--- config.mk ---
export PLATFORM = sky130hd
export DESIGN_NAME = grid_coverage_walker_top
export DESIGN_NICKNAME = d
export VERILOG_FILES = /design/src/rtl/gcw_pkg.sv /design/src/rtl/gcw_ram.sv /design/src/rtl/gcw_ctrl.sv /design/src/rtl/gcw_dpath.sv /design/src/rtl/grid_coverage_walker_top.sv
export SDC_FILE = /design/constraint.sdc
export NUM_CORES = 1
export LEC_CHECK = 0
export ABC_AREA = 1
export BUFFER_PORTS_ARGS = -buffer_cell sky130_fd_sc_hd__buf_2
export CORE_UTILIZATION = 35
export DETAILED_ROUTE_END_ITERATION = 16
export SLEW_MARGIN = 20
export SYNTH_ARGS = -nofsm -noshare
export SYNTH_HDL_FRONTEND = slang
export SYNTH_SLANG_ARGS = --single-unit
--- constraint.sdc ---
create_clock -name clk -period 11.3 [get_ports clk]
set_clock_uncertainty 0.05 [all_clocks]
set_input_delay 0 -clock clk [delete_from_list [all_inputs] [get_ports clk]]
set_output_delay 0 -clock clk [all_outputs]
set_load 0.005 [all_outputs]
--- src/rtl/gcw_pkg.sv ---
// ----------------------------------------------------------------------------
// gcw_pkg
// Shared types, constants and helpers for the grid coverage walker.
// ----------------------------------------------------------------------------
package gcw_pkg;

  localparam int GRID_COLS  = 15;
  localparam int GRID_ROWS  = 15;
  localparam int CELL_COUNT = GRID_COLS * GRID_ROWS;
  localparam int ADDR_W     = $clog2(CELL_COUNT);
  localparam int COORD_W    = 4;
  localparam int CELL_W     = 2;

  typedef logic [COORD_W-1:0] coord_t;
  typedef logic [COORD_W:0]   coord_ext_t;
  typedef logic [ADDR_W-1:0]  addr_t;
  typedef logic [CELL_W-1:0]  cell_t;

  localparam cell_t CELL_FREE    = 2'd0;
  localparam cell_t CELL_BLOCKED = 2'd1;
  localparam cell_t CELL_VISITED = 2'd2;

  typedef enum logic {
    OP_MARK = 1'b0,
    OP_STEP = 1'b1
  } op_t;

  typedef enum logic {
    CFG_START_COL = 1'b0,
    CFG_START_ROW = 1'b1
  } cfg_idx_t;

  // Neighbour probe order
  typedef enum logic [1:0] {
    NB_DOWN = 2'd0,
    NB_FWD  = 2'd1,
    NB_UP   = 2'd2,
    NB_BACK = 2'd3
  } nb_t;

  typedef enum logic [2:0] {
    ST_IDLE  = 3'd0,
    ST_MARK  = 3'd1,
    ST_PROBE = 3'd2,
    ST_CHECK = 3'd3,
    ST_DONE  = 3'd4
  } state_t;

  typedef struct packed {
    logic load;
    logic mark;
    logic probe;
    logic enter;
    logic emit;
    nb_t  nb;
  } cmd_t;

  typedef struct packed {
    logic cand_off;
    logic cand_free;
  } sts_t;

  // Column-major cell address
  function automatic addr_t cell_addr(coord_t col, coord_t row);
    return addr_t'(col) * addr_t'(GRID_ROWS) + addr_t'(row);
  endfunction

endpackage

--- src/rtl/gcw_ram.sv ---
// ----------------------------------------------------------------------------
// gcw_ram
// Generic single-write, single-read RAM with registered read data.
// ----------------------------------------------------------------------------
module gcw_ram #(
  parameter int WIDTH = 2,
  parameter int DEPTH = 225
) (
  input  logic                     clk,
  input  logic                     we,
  input  logic [$clog2(DEPTH)-1:0] waddr,
  input  logic [WIDTH-1:0]         wdata,
  input  logic                     re,
  input  logic [$clog2(DEPTH)-1:0] raddr,
  output logic [WIDTH-1:0]         rdata
);

  logic [WIDTH-1:0] mem [DEPTH];

  always_ff @(posedge clk) begin
    if (we) begin
      mem[waddr] <= wdata;
    end
    if (re) begin
      rdata <= mem[raddr];
    end
  end

endmodule

--- src/rtl/gcw_ctrl.sv ---
// ----------------------------------------------------------------------------
// gcw_ctrl
// Sequencer: accepts a transaction, marks a cell or walks the neighbour probes
// for a step, and hands the result to the output register.
// ----------------------------------------------------------------------------
module gcw_ctrl (
  input  logic          clk,
  input  logic          rst_n,
  input  logic          in_valid,
  output logic          in_ready,
  input  logic          in_op,
  output logic          out_valid,
  input  logic          out_ready,
  output gcw_pkg::cmd_t cmd,
  input  gcw_pkg::sts_t sts
);

  gcw_pkg::state_t state_r, state_nxt;
  gcw_pkg::nb_t    nb_r, nb_nxt;
  logic            out_valid_r, out_valid_nxt;

  always_ff @(posedge clk) begin
    if (!rst_n) begin
      state_r     <= gcw_pkg::ST_IDLE;
      nb_r        <= gcw_pkg::NB_DOWN;
      out_valid_r <= 1'b0;
    end else begin
      state_r     <= state_nxt;
      nb_r        <= nb_nxt;
      out_valid_r <= out_valid_nxt;
    end
  end

  always_comb begin
    state_nxt = state_r;
    nb_nxt    = nb_r;
    cmd       = '0;
    cmd.nb    = nb_r;
    in_ready  = 1'b0;
    unique case (state_r)
      gcw_pkg::ST_IDLE: begin
        in_ready = 1'b1;
        if (in_valid) begin
          cmd.load  = 1'b1;
          nb_nxt    = gcw_pkg::NB_DOWN;
          state_nxt = (gcw_pkg::op_t'(in_op) == gcw_pkg::OP_STEP) ?
                      gcw_pkg::ST_PROBE : gcw_pkg::ST_MARK;
        end
      end
      gcw_pkg::ST_MARK: begin
        cmd.mark  = 1'b1;
        state_nxt = gcw_pkg::ST_DONE;
      end
      gcw_pkg::ST_PROBE: begin
        cmd.probe = 1'b1;
        if (!sts.cand_off) begin
          state_nxt = gcw_pkg::ST_CHECK;
        end else if (nb_r == gcw_pkg::NB_BACK) begin
          state_nxt = gcw_pkg::ST_DONE;
        end else begin
          nb_nxt = gcw_pkg::nb_t'(nb_r + 2'd1);
        end
      end
      gcw_pkg::ST_CHECK: begin
        if (sts.cand_free) begin
          cmd.enter = 1'b1;
          state_nxt = gcw_pkg::ST_DONE;
        end else if (nb_r == gcw_pkg::NB_BACK) begin
          state_nxt = gcw_pkg::ST_DONE;
        end else begin
          nb_nxt    = gcw_pkg::nb_t'(nb_r + 2'd1);
          state_nxt = gcw_pkg::ST_PROBE;
        end
      end
      gcw_pkg::ST_DONE: begin
        // hold until the output register is free
        if (!out_valid_r || out_ready) begin
          cmd.emit  = 1'b1;
          state_nxt = gcw_pkg::ST_IDLE;
        end
      end
      default: begin
        state_nxt = gcw_pkg::ST_IDLE;
      end
    endcase
  end

  always_comb begin
    out_valid_nxt = out_valid_r;
    if (cmd.emit) begin
      out_valid_nxt = 1'b1;
    end else if (out_ready) begin
      out_valid_nxt = 1'b0;
    end
  end

  assign out_valid = out_valid_r;

`ifndef SYNTHESIS
  a_enter_on_grid: assert property (@(posedge clk) disable iff (!rst_n)
    cmd.enter |-> !sts.cand_off)
    else $error("walker entered a cell off the grid");

  a_result_from_done: assert property (@(posedge clk) disable iff (!rst_n)
    $rose(out_valid_r) |-> $past(state_r == gcw_pkg::ST_DONE))
    else $error("result raised outside the done state");

  a_done_holds: assert property (@(posedge clk) disable iff (!rst_n)
    (state_r == gcw_pkg::ST_DONE && out_valid_r && !out_ready)
      |=> state_r == gcw_pkg::ST_DONE)
    else $error("done state left while the output register was full");
`endif

endmodule

--- src/rtl/gcw_dpath.sv ---
// ----------------------------------------------------------------------------
// gcw_dpath
// Walker position, heading, cell store with valid bits, neighbour address
// generation and the output register.
// ----------------------------------------------------------------------------
module gcw_dpath (
  input  logic                   clk,
  input  logic                   rst_n,
  input  gcw_pkg::cmd_t          cmd,
  output gcw_pkg::sts_t          sts,
  input  logic                   in_op,
  input  gcw_pkg::coord_t        in_cell_col,
  input  gcw_pkg::coord_t        in_cell_row,
  input  logic                   cfg_we,
  input  logic                   cfg_index,
  input  gcw_pkg::coord_t        cfg_wdata,
  output gcw_pkg::coord_t        out_pos_col,
  output gcw_pkg::coord_t        out_pos_row,
  output logic                   out_moved,
  output logic                   out_heading
);

  gcw_pkg::op_t    op_r;
  gcw_pkg::coord_t cc_r, cr_r;
  gcw_pkg::coord_t col_r, col_nxt, row_r, row_nxt;
  logic            dir_r, dir_nxt;
  logic            moved_r;
  logic [gcw_pkg::CELL_COUNT-1:0] vld_r;
  logic            vld_rd_r;

  gcw_pkg::coord_ext_t cand_c, cand_r;
  gcw_pkg::addr_t      cand_addr, mark_addr, wr_addr;
  gcw_pkg::cell_t      wr_data, rd_data;
  logic                mark_in_grid, wr_en;
  gcw_pkg::coord_t     clamp_col, clamp_row;

  // Candidate neighbour; a step below zero wraps high and reads as off grid
  always_comb begin
    cand_c = {1'b0, col_r};
    cand_r = {1'b0, row_r};
    unique case (cmd.nb)
      gcw_pkg::NB_DOWN: cand_r = {1'b0, row_r} + gcw_pkg::coord_ext_t'(1);
      gcw_pkg::NB_FWD:  cand_c = dir_r ? {1'b0, col_r} - gcw_pkg::coord_ext_t'(1)
                                       : {1'b0, col_r} + gcw_pkg::coord_ext_t'(1);
      gcw_pkg::NB_UP:   cand_r = {1'b0, row_r} - gcw_pkg::coord_ext_t'(1);
      gcw_pkg::NB_BACK: cand_c = dir_r ? {1'b0, col_r} + gcw_pkg::coord_ext_t'(1)
                                       : {1'b0, col_r} - gcw_pkg::coord_ext_t'(1);
      default: ;
    endcase
  end

  assign sts.cand_off = (cand_c >= gcw_pkg::coord_ext_t'(gcw_pkg::GRID_COLS)) ||
                        (cand_r >= gcw_pkg::coord_ext_t'(gcw_pkg::GRID_ROWS));
  assign cand_addr    = gcw_pkg::cell_addr(cand_c[gcw_pkg::COORD_W-1:0],
                                           cand_r[gcw_pkg::COORD_W-1:0]);
  assign sts.cand_free = !vld_rd_r || (rd_data == gcw_pkg::CELL_FREE);

  assign mark_in_grid = (cc_r < gcw_pkg::coord_t'(gcw_pkg::GRID_COLS)) &&
                        (cr_r < gcw_pkg::coord_t'(gcw_pkg::GRID_ROWS));
  assign mark_addr    = gcw_pkg::cell_addr(cc_r, cr_r);

  assign wr_en   = (cmd.mark && mark_in_grid) || cmd.enter;
  assign wr_addr = cmd.enter ? cand_addr : mark_addr;
  assign wr_data = cmd.enter ? gcw_pkg::CELL_VISITED : gcw_pkg::CELL_BLOCKED;

  gcw_ram #(
    .WIDTH (gcw_pkg::CELL_W),
    .DEPTH (gcw_pkg::CELL_COUNT)
  ) u_cells (
    .clk   (clk),
    .we    (wr_en),
    .waddr (wr_addr),
    .wdata (wr_data),
    .re    (cmd.probe),
    .raddr (cand_addr),
    .rdata (rd_data)
  );

  assign clamp_col = (cfg_wdata > gcw_pkg::coord_t'(gcw_pkg::GRID_COLS - 1)) ?
                     gcw_pkg::coord_t'(gcw_pkg::GRID_COLS - 1) : cfg_wdata;
  assign clamp_row = (cfg_wdata > gcw_pkg::coord_t'(gcw_pkg::GRID_ROWS - 1)) ?
                     gcw_pkg::coord_t'(gcw_pkg::GRID_ROWS - 1) : cfg_wdata;

  always_comb begin
    col_nxt = col_r;
    row_nxt = row_r;
    if (cfg_we) begin
      unique case (gcw_pkg::cfg_idx_t'(cfg_index))
        gcw_pkg::CFG_START_COL: col_nxt = clamp_col;
        gcw_pkg::CFG_START_ROW: row_nxt = clamp_row;
        default: ;
      endcase
    end else if (cmd.enter) begin
      col_nxt = cand_c[gcw_pkg::COORD_W-1:0];
      row_nxt = cand_r[gcw_pkg::COORD_W-1:0];
    end
  end

  // Reverse the heading on reaching the far column of a sweep
  always_comb begin
    dir_nxt = dir_r;
    if (op_r == gcw_pkg::OP_STEP) begin
      if (!dir_r) begin
        dir_nxt = (col_r == gcw_pkg::coord_t'(gcw_pkg::GRID_COLS - 1));
      end else begin
        dir_nxt = (col_r != '0);
      end
    end
  end

  always_ff @(posedge clk) begin
    if (!rst_n) begin
      col_r   <= '0;
      row_r   <= '0;
      dir_r   <= 1'b0;
      vld_r   <= '0;
      moved_r <= 1'b0;
    end else begin
      col_r <= col_nxt;
      row_r <= row_nxt;
      if (cmd.emit) begin
        dir_r <= dir_nxt;
      end
      if (wr_en) begin
        vld_r[wr_addr] <= 1'b1;
      end
      if (cmd.load) begin
        moved_r <= 1'b0;
      end else if (cmd.enter) begin
        moved_r <= 1'b1;
      end
    end
  end

  always_ff @(posedge clk) begin
    if (cmd.load) begin
      op_r <= gcw_pkg::op_t'(in_op);
      cc_r <= in_cell_col;
      cr_r <= in_cell_row;
    end
    if (cmd.probe) begin
      vld_rd_r <= sts.cand_off ? 1'b0 : vld_r[cand_addr];
    end
    if (cmd.emit) begin
      out_pos_col <= col_r;
      out_pos_row <= row_r;
      out_moved   <= moved_r;
      out_heading <= dir_nxt;
    end
  end

`ifndef SYNTHESIS
  a_pos_on_grid: assert property (@(posedge clk) disable iff (!rst_n)
    (col_r < gcw_pkg::coord_t'(gcw_pkg::GRID_COLS)) &&
    (row_r < gcw_pkg::coord_t'(gcw_pkg::GRID_ROWS)))
    else $error("walker position left the grid");

  a_enter_marks: assert property (@(posedge clk) disable iff (!rst_n)
    cmd.enter |=> moved_r && vld_r[gcw_pkg::cell_addr(col_r, row_r)])
    else $error("entered cell not recorded as visited");
`endif

endmodule

--- src/rtl/grid_coverage_walker_top.sv ---
// ----------------------------------------------------------------------------
// grid_coverage_walker_top
// Coverage walker over a 15 x 15 grid of free, blocked and visited cells.
// ----------------------------------------------------------------------------
// One transaction in, one result out. A mark passes through the mark and done
// states before its result is raised. A step probes the neighbours in turn:
// each on-grid neighbour takes a probe state (address) and a check state
// (registered read of the single-read cell RAM), while an off-grid neighbour
// is skipped from the probe state alone. A result that has not been taken
// stalls the block only when the next result is ready to be placed. The next
// transaction is accepted once the previous result has been placed in the
// output register, even if it has not yet been taken. The cell store clears
// at reset through per-cell valid bits, so no clearing pass is needed.
// Configuration writes (start column, start row) move the walker at once,
// saturated to the grid, and should be issued only while the block is idle.
module grid_coverage_walker_top (
  input  logic       clk,
  input  logic       rst_n,
  input  logic       in_valid,
  output logic       in_ready,
  input  logic       in_op,
  input  logic [3:0] in_cell_col,
  input  logic [3:0] in_cell_row,
  output logic       out_valid,
  input  logic       out_ready,
  output logic [3:0] out_pos_col,
  output logic [3:0] out_pos_row,
  output logic       out_moved,
  output logic       out_heading,
  input  logic       cfg_valid,
  output logic       cfg_ready,
  input  logic       cfg_index,
  input  logic [3:0] cfg_wdata
);

  gcw_pkg::cmd_t cmd;
  gcw_pkg::sts_t sts;

  assign cfg_ready = 1'b1;

  gcw_ctrl u_ctrl (
    .clk       (clk),
    .rst_n     (rst_n),
    .in_valid  (in_valid),
    .in_ready  (in_ready),
    .in_op     (in_op),
    .out_valid (out_valid),
    .out_ready (out_ready),
    .cmd       (cmd),
    .sts       (sts)
  );

  gcw_dpath u_dpath (
    .clk         (clk),
    .rst_n       (rst_n),
    .cmd         (cmd),
    .sts         (sts),
    .in_op       (in_op),
    .in_cell_col (in_cell_col),
    .in_cell_row (in_cell_row),
    .cfg_we      (cfg_valid && cfg_ready),
    .cfg_index   (cfg_index),
    .cfg_wdata   (cfg_wdata),
    .out_pos_col (out_pos_col),
    .out_pos_row (out_pos_row),
    .out_moved   (out_moved),
    .out_heading (out_heading)
  );

endmodule

After elaboration in Yosys (flattened, before gate mapping)
Memory sizes are Yosys's and may differ from the RTL's. A register that Yosys moved wholly into a read port is not among the register bits.
Index checks and enable logic that the tools add are counted.
{"block": "totals", "output_inout_bits": 13, "latchBits": 0, "register_bits": 261, "mem_bits_rw": 450, "in_bits": 19, "elab_cells": 117, "n_memories": 1, "mem_bits_ro": 0}
{"memory": "u_dpath.u_cells.mem", "depth": 225, "word_bits": 2, "read_ports": 1, "rd_ports_with_merged_regs": 1, "wr": 1, "line": "gcw_ram.sv:18", "source": "logic [WIDTH-1:0] mem [DEPTH];"}
{"block": "classes", "magnitude_cmp": 8, "reduce_logical": 21, "div_mod_pow": 0, "n_mul": 2, "addsub": 7, "n_eq_ne": 15, "n_bitwise": 2, "shift": 0, "muxes": 45}
{"op": "$or 225x225->225", "count": 1}
{"op": "$mux 4", "count": 7}
{"op": "$pmux 5 s2", "count": 2}
{"op": "$lt 8x9->1 const B", "count": 2}
{"op": "$mux 3", "count": 6}
{"op": "$mux 1", "count": 17}
{"op": "$add 8x4->8", "count": 2}
{"op": "$mul 4x4->8 const B", "count": 2}
{"op": "$pmux 3 s5", "count": 1}
{"op": "$mux 2", "count": 6}
{"op": "$add 4x1->5 const B", "count": 2}
{"op": "$ge 5x4->1 const B", "count": 2}
{"op": "$mux 5", "count": 2}
{"op": "$sub 4x1->5 const B", "count": 2}
{"op": "$bmux 1 s8", "count": 1}
{"op": "$demux 1 s8", "count": 1}
{"op": "$ge 8x1->1 const B", "count": 1}
{"op": "$lt 4x4->1 const B", "count": 2}
{"op": "$mux 8", "count": 1}
{"op": "$eq 3x2->1 const B", "count": 2}
{"op": "$ne 2x1->1 const B", "count": 3}
{"op": "$ne 2x2->1 const B", "count": 3}
{"op": "$pmux 2 s3", "count": 1}
{"op": "$eq 2x2->1 const B", "count": 2}
{"op": "other kinds (20)", "count": 29}

Depth between registers and ports, before layout
{"block": "depth", "ltp_word": 11, "ltp_mapped": 29, "mapped_depth_nobuf": 28}

By module
Synthesis repeated with hierarchy kept, for this count alone.
{"block": "hier_totals", "cells_unflattened": 3817, "area_unflattened_um2": 33886.2}
{"mod": "gcw_ram", "area_per_inst_um2": 19513.7, "cells_per_inst": 1837, "n_inst": 1, "seq_area_each_um2": 13573.0}
{"mod": "gcw_dpath", "area_per_inst_um2": 13950.9, "cells_per_inst": 1907, "n_inst": 1, "seq_area_each_um2": 5305.1}
{"mod": "gcw_ctrl", "area_per_inst_um2": 410.4, "cells_per_inst": 71, "n_inst": 1, "seq_area_each_um2": 120.1}
{"mod": "grid_coverage_walker_top", "area_per_inst_um2": 11.3, "cells_per_inst": 2, "n_inst": 1, "seq_area_each_um2": 0.0}

Worst setup path before layout
No wires, ideal clock.
{"block": "synth_path", "path_type": "flip-flop to flip-flop", "from": "register u_ctrl.nb_r[0]", "to": "memory u_dpath.u_cells.mem[108][0] (enable)", "stages_incl_launch_ff": 26, "t_required_ps": 10955, "synth_period_minus_slack_ps": 4874, "arrival_ps": 4528, "setup_ps": 295, "n_path_buf": 3, "slack_ps": 6426, "cell_sequence": "dfxtp_1 > ha_1 > clkbuf_1 > nor2_1 > xor2_1 > inv_1 > xor2_1 > inv_1 > ha_1 > fa_1 > inv_1 > fa_1 > inv_1 > ha_1 > a21oi_1 > nand2_1 > nand2_1 > nand2_1 > nand2_1 > nand2_2 > xnor2_2 > o21ai_2 > buf_4 > buf_2 > nand4_1 > inv_1"}
{"block": "synth_between", "elab_chain_cells": 5, "elab_cells_between_ends": 9, "classes_between": "1 x add/sub; 1 x mul; 3 x eq/ne; 3 x mux; 1 x reduce/logical"}
{"element": "start: declaration", "line": "gcw_ctrl.sv:19", "source": "gcw_pkg::nb_t nb_r, nb_nxt;"}
{"element": "start signal: assignment", "line": "gcw_ctrl.sv:25", "source": "nb_r <= gcw_pkg::NB_DOWN;"}
{"element": "start signal: assignment", "line": "gcw_ctrl.sv:29", "source": "nb_r <= nb_nxt;"}
{"element": "$eq 2x2->1 or $eq 2x1->1 (tied branches)", "line": "gcw_dpath.sv:41", "source": "unique case (cmd.nb)"}
{"element": "$pmux 5 s2", "line": "gcw_dpath.sv:41"}
{"element": "$mul 4x4->8", "line": "gcw_pkg.sv:65", "source": "return addr_t'(col) * addr_t'(GRID_ROWS) + addr_t'(row);"}
{"element": "$add 8x4->8 (*)", "line": "gcw_pkg.sv:65"}
{"element": "$mux 8 (*)", "line": "gcw_dpath.sv:63", "source": "assign wr_addr = cmd.enter ? cand_addr : mark_addr;"}
{"element": "end: declaration", "line": "gcw_ram.sv:18"}
Every way passes the cells marked *; elsewhere a longest branch is shown, timed or not.

Worst setup path after layout
{"block": "layout_path", "from": "register u_dpath.col_r[0]", "to": "memory u_dpath.u_cells.mem[150][0] (enable)"}
{"block": "layout_between", "elab_chain_cells": 6, "elab_cells_between_ends": 8, "classes_between": "3 x add/sub; 1 x mul; 4 x mux"}
{"element": "start: declaration", "line": "gcw_dpath.sv:25", "source": "gcw_pkg::coord_t col_r, col_nxt, row_r, row_nxt;"}
{"element": "start signal: assignment", "line": "gcw_dpath.sv:119", "source": "col_r <= col_nxt;"}
{"element": "$sub 4x1->5 or $add 4x1->5 (tied branches)"}
{"element": "$mux 5, on equally long branches", "line": "gcw_dpath.sv:46, gcw_dpath.sv:43"}
{"element": "$pmux 5 s2 (*)", "line": "gcw_dpath.sv:41"}
{"element": "$mul 4x4->8 (*)", "line": "gcw_pkg.sv:65"}
{"element": "$add 8x4->8 (*)", "line": "gcw_pkg.sv:65"}
{"element": "$mux 8 (*)", "line": "gcw_dpath.sv:63"}
Marks and branches as above.

==> summary.md <==
| Metric | Value |
|---|---|
| Status | completed |
| Min-Delay Startpoint | in_cell_col[1] |
| Initial core utilization | 35.42% |
| Clock root cell | clkbuf_16 |
| Fmax | 146.7 MHz |
| RR Startpoint | u_dpath.col_r[0] |
| Top cell type's share of synthesized area | 41.99% |
| DRT Pass-1 Iters | 5 |
| WP data required | 11.59 ns |
| WS Path Type | flop to flop |
| Critical-path top delay cell | buf_6 |
| Startpoint types | flop |
| Layout cell share with drive strength beyond 1 | 6.638% |
| Post-synthesis register bit count | 713 |
| Metal3 WL | 7.299 mm |
| EDFF count, synth | 472 |
| Die footprint | 97,680 sq um |
| Worst flop-to-flop path endpoint | u_dpath.u_cells.mem[150][0] |
| Syn_area_per_cell | 8.880 sq um |
| Hold WS | 0.04599 ns |
| Antenna violations before repair | 0 |
| Top cell by count, worst path | nand2_1 |
| Main synth FF type | edfxtp_1 |
| Endpoint class of the critical path | flop |
| Minimum clock period | 6.816 ns |
| Non-filler cells, final | 5,046 |
| Critical Path Max Stage Delay | 0.75 ns |
| Clk buf depth | 3 |
| Max_slew headroom | 23.89% |
| GRT overflow | 0 |
| Hold Crit Endpoint | u_dpath.cc_r[1] |
| Wire length on met1 | 40.40 mm |
| Number of synthesis warnings | 0 |
| Gr usage total | 19.62% |
| Worst Hold Class | primary input to flop |
| Layout net count | 3,793 |
| Reg2reg setup slack | 4.48 ns |
| Vias in the first global route | 25,240 |
| Number of failing hold endpoints at the final stage | 0 |
| Met2 WL post-DR | 45.66 mm |
| Residual DRC | 0 |
| # port buffers | 30 |
| Fraction of the yosys area taken by sequential cells | 56.29% |
| Wire length of the first global-routing pass | 148.3 mm |
| Buffer and inverter count on the worst path | 6 |
| Worst Path Max Fanout | 88 |
| Diode count | 0 |
| TNS Setup | 0 ns |
| Yosys cell types | 46 |
| Worst-Margin Slew | 1.142 ns |
| Post_cts resized | 0 |
| Data arrival, critical path | 7.10 ns |
| Area Overhead vs Synth | 11.00% |
| Final Routed Wirelength | 97.30 mm |
| Setup WS post-layout | 4.484 ns |
| FF-to-FF path depth | 25 |
| Cell count after placement | 4,873 |
| Maximum Capacitance Violations | 0 |
| Postcts setup bufs | 0 |
| Hold path depth | 2 |
| Syn_nets | 3,877 |
| Tcrit/Tclk final | 60.32% |
| CTS Sinks | 713 |
| Clk_lat worst skew | 0.64 ns |
| Layout filler cell count | 9,473 |
| Dpl ws | 4.287 ns |
| Core Area | 95,290 sq um |
| Async SR Flop Fraction | 0% |
| Top Family by Delay on Critical Path | adder cells |
| Synth top area cells | edfxtp_1, dfxtp_1, nand2_1 |
| Die width | 312.5 um |
| Top Layer Used | met4 |
| # IOs | 32 |
| Via/cell ratio | 5.182 |
| Pin count of the biggest net entering global routing | 215 |
| H-tree Lvls | 3 |
| Cts bufs inserted | 77 |
| Initial DRC count | 2,290 |
| Cts hold-fix bufs | 30 |
| Vias | 26,150 |
| Cell type contributing the most total cell area after synthesis | edfxtp_1 |
| Die height | 312.5 um |
| Mapped Cells | 3,801 |
| Pins Over Slew Limit | 0 |
| DR WL/cell | 19.28 um |
| Post-DRT Antenna Nets | 0 |
| Synthesized area | 33,750 sq um |
| RSZ-0062 raised after global routing | no |
| CTS tree | built |
| RePlAce Congestion | 0.8518 |
| # rows | 113 |
| Setup violators final | 0 |
| CTS clk-pin slew, worst paths | 0.06 ns |
| DP HPWL | 52.78 mm |
[area by class of cell]
| class | instances | area (sq um) | area share [%] |
|---|---|---|---|
| Timing Repair Buffer | 94 | 734.5 | 1.960 |
| Clock inverter | 31 | 347.8 | 0.9284 |
| Multi-Input combinational cell | 2169 | 11140 | 29.74 |
| Tap cell | 1265 | 1583 | 4.225 |
| Inverter | 662 | 2502 | 6.679 |
| Clock buffer | 112 | 2160 | 5.764 |
| Sequential cell | 713 | 19000 | 50.71 |
[flip-flops by register name (all words and copies together), names as in the netlist, 2 cells and up]
register               count
u_ctrl.nb_r                2
u_ctrl.state_r             3
u_dpath.cc_r               4
u_dpath.col_r              4
u_dpath.cr_r               4
u_dpath.out_pos_col        4
u_dpath.out_pos_row        4
u_dpath.row_r              4
u_dpath.u_cells.mem      450
u_dpath.u_cells.rdata      2
u_dpath.vld_r            225
[cells in the final DEF (no fill, tap or decap), types with 5 or more instances in the layout]
cell type,synthesis,final
or2_2,8,8
nor2_1,91,89
clkbuf_8,0,8
clkbuf_16,0,78
inv_1,642,641
o211ai_1,95,95
bufinv_16,0,5
nand2_2,7,6
fa_1,12,11
xnor2_1,5,5
ha_1,45,44
a21oi_1,247,247
buf_4,26,31
dlygate4sd3_1,0,30
a31oi_1,12,12
nor2_4,17,17
inv_2,16,16
xor2_1,13,12
nand2_1,883,880
clkinv_1,2,9
edfxtp_1,472,472
clkbuf_1,92,26
o21ai_0,54,54
dfxtp_1,241,241
nand4_1,225,225
clkinv_2,2,11
buf_2,127,30
nand3_1,417,417
[worst max-delay path by stage]
stage	cells after the start	slack, ns	endpoint	startpoint
after floorplan	25	6.43	u_dpath.u_cells.mem[108][0]	u_ctrl.nb_r[0]
after global placement	25	4.42	u_dpath.u_cells.mem[59][0]	u_dpath.col_r[0]
after detailed placement	25	4.29	u_dpath.u_cells.mem[141][0]	u_dpath.col_r[0]
after CTS	25	4.29	u_dpath.u_cells.mem[141][1]	u_dpath.col_r[0]
after global routing	25	4.03	u_dpath.u_cells.mem[187][0]	u_ctrl.nb_r[1]
final	25	4.48	u_dpath.u_cells.mem[150][0]	u_dpath.col_r[0]
[through the flow]
| stage | cell area (sq um) | utilization [%] |
|---|---|---|
| final | 37470 | 39.32 |
| after global routing | 37470 | 39.32 |
| after CTS | 37460 | 39.31 |
| after detailed placement | 34650 | 36.37 |
| after global placement | 34650 | 36.37 |
| after floorplan | 33750 | - |
[synth_stat cells (2+ instances only)]
| cell | number |
|---|---|
| clkinv_1 | 2 |
| dfxtp_1 | 241 |
| o21bai_1 | 2 |
| ha_1 | 45 |
| nor2_2 | 2 |
| o21ai_2 | 5 |
| nor2_4 | 17 |
| nand2_1 | 883 |
| o21ai_0 | 54 |
| a21boi_1 | 2 |
| fa_1 | 12 |
| nand3_4 | 4 |
| nor2_1 | 91 |
| a31oi_1 | 12 |
| o21ai_4 | 2 |
| nand3_1 | 417 |
| buf_1 | 10 |
| or2_2 | 8 |
| inv_2 | 16 |
| inv_1 | 642 |
| buf_2 | 127 |
| o22ai_1 | 3 |
| buf_4 | 26 |
| clkinv_2 | 2 |
| xor2_1 | 13 |
| a21oi_1 | 247 |
| xnor2_1 | 5 |
| o21ai_1 | 4 |
| clkbuf_1 | 92 |
| edfxtp_1 | 472 |
| nand4_1 | 225 |
| o211ai_1 | 95 |
| nor4_1 | 2 |
| buf_6 | 2 |
| nand2_2 | 7 |
| o21a_1 | 2 |
[worst register-to-register path, stage by stage, from the launching register on]
cell and delay (ns):
dfxtp_1 0.47, inv_2 0.12, ha_1 0.35, xnor2_1 0.14, nand2_1 0.07, nand3_1 0.22
xor2_1 0.16, inv_1 0.07, ha_1 0.32, fa_1 0.49, inv_1 0.05, fa_1 0.51
inv_1 0.05, ha_1 0.38, a21oi_1 0.22, nand2_1 0.07, nand2_1 0.09, nand2_1 0.06
nand2_1 0.06, nand2_2 0.07, xnor2_2 0.57, nand2_1 0.20, nand2_4 0.48, buf_6 0.75
nand4_1 0.33, inv_1 0.16
[logic make-up (layout without fill, tap and decap cells)]
group                    Yosys count  in the layout  share of synthesized area [%]
AO/OA/AOI/OAI                    430            430                          7.325
adder cells (fa/ha/maj)           57             57                          2.380
AND/OR/NAND/NOR                 1662           1662                          22.45
buffers and inverters            919            899                          11.03
XOR/XNOR                          19             19                         0.5153
other                              1              1                        0.01111
flip-flops                       713            713                          56.29
[routing by layer]
layer	vias up	GRT usage (%)
met2	972	32.58
met3	205	3.298
met5	-	0
met4	0	7.938
li1	12410	-
met1	12560	25.38
Power is not shown: default switching activity piles up to over one toggle a cycle in this logic, so the estimate is an artifact.
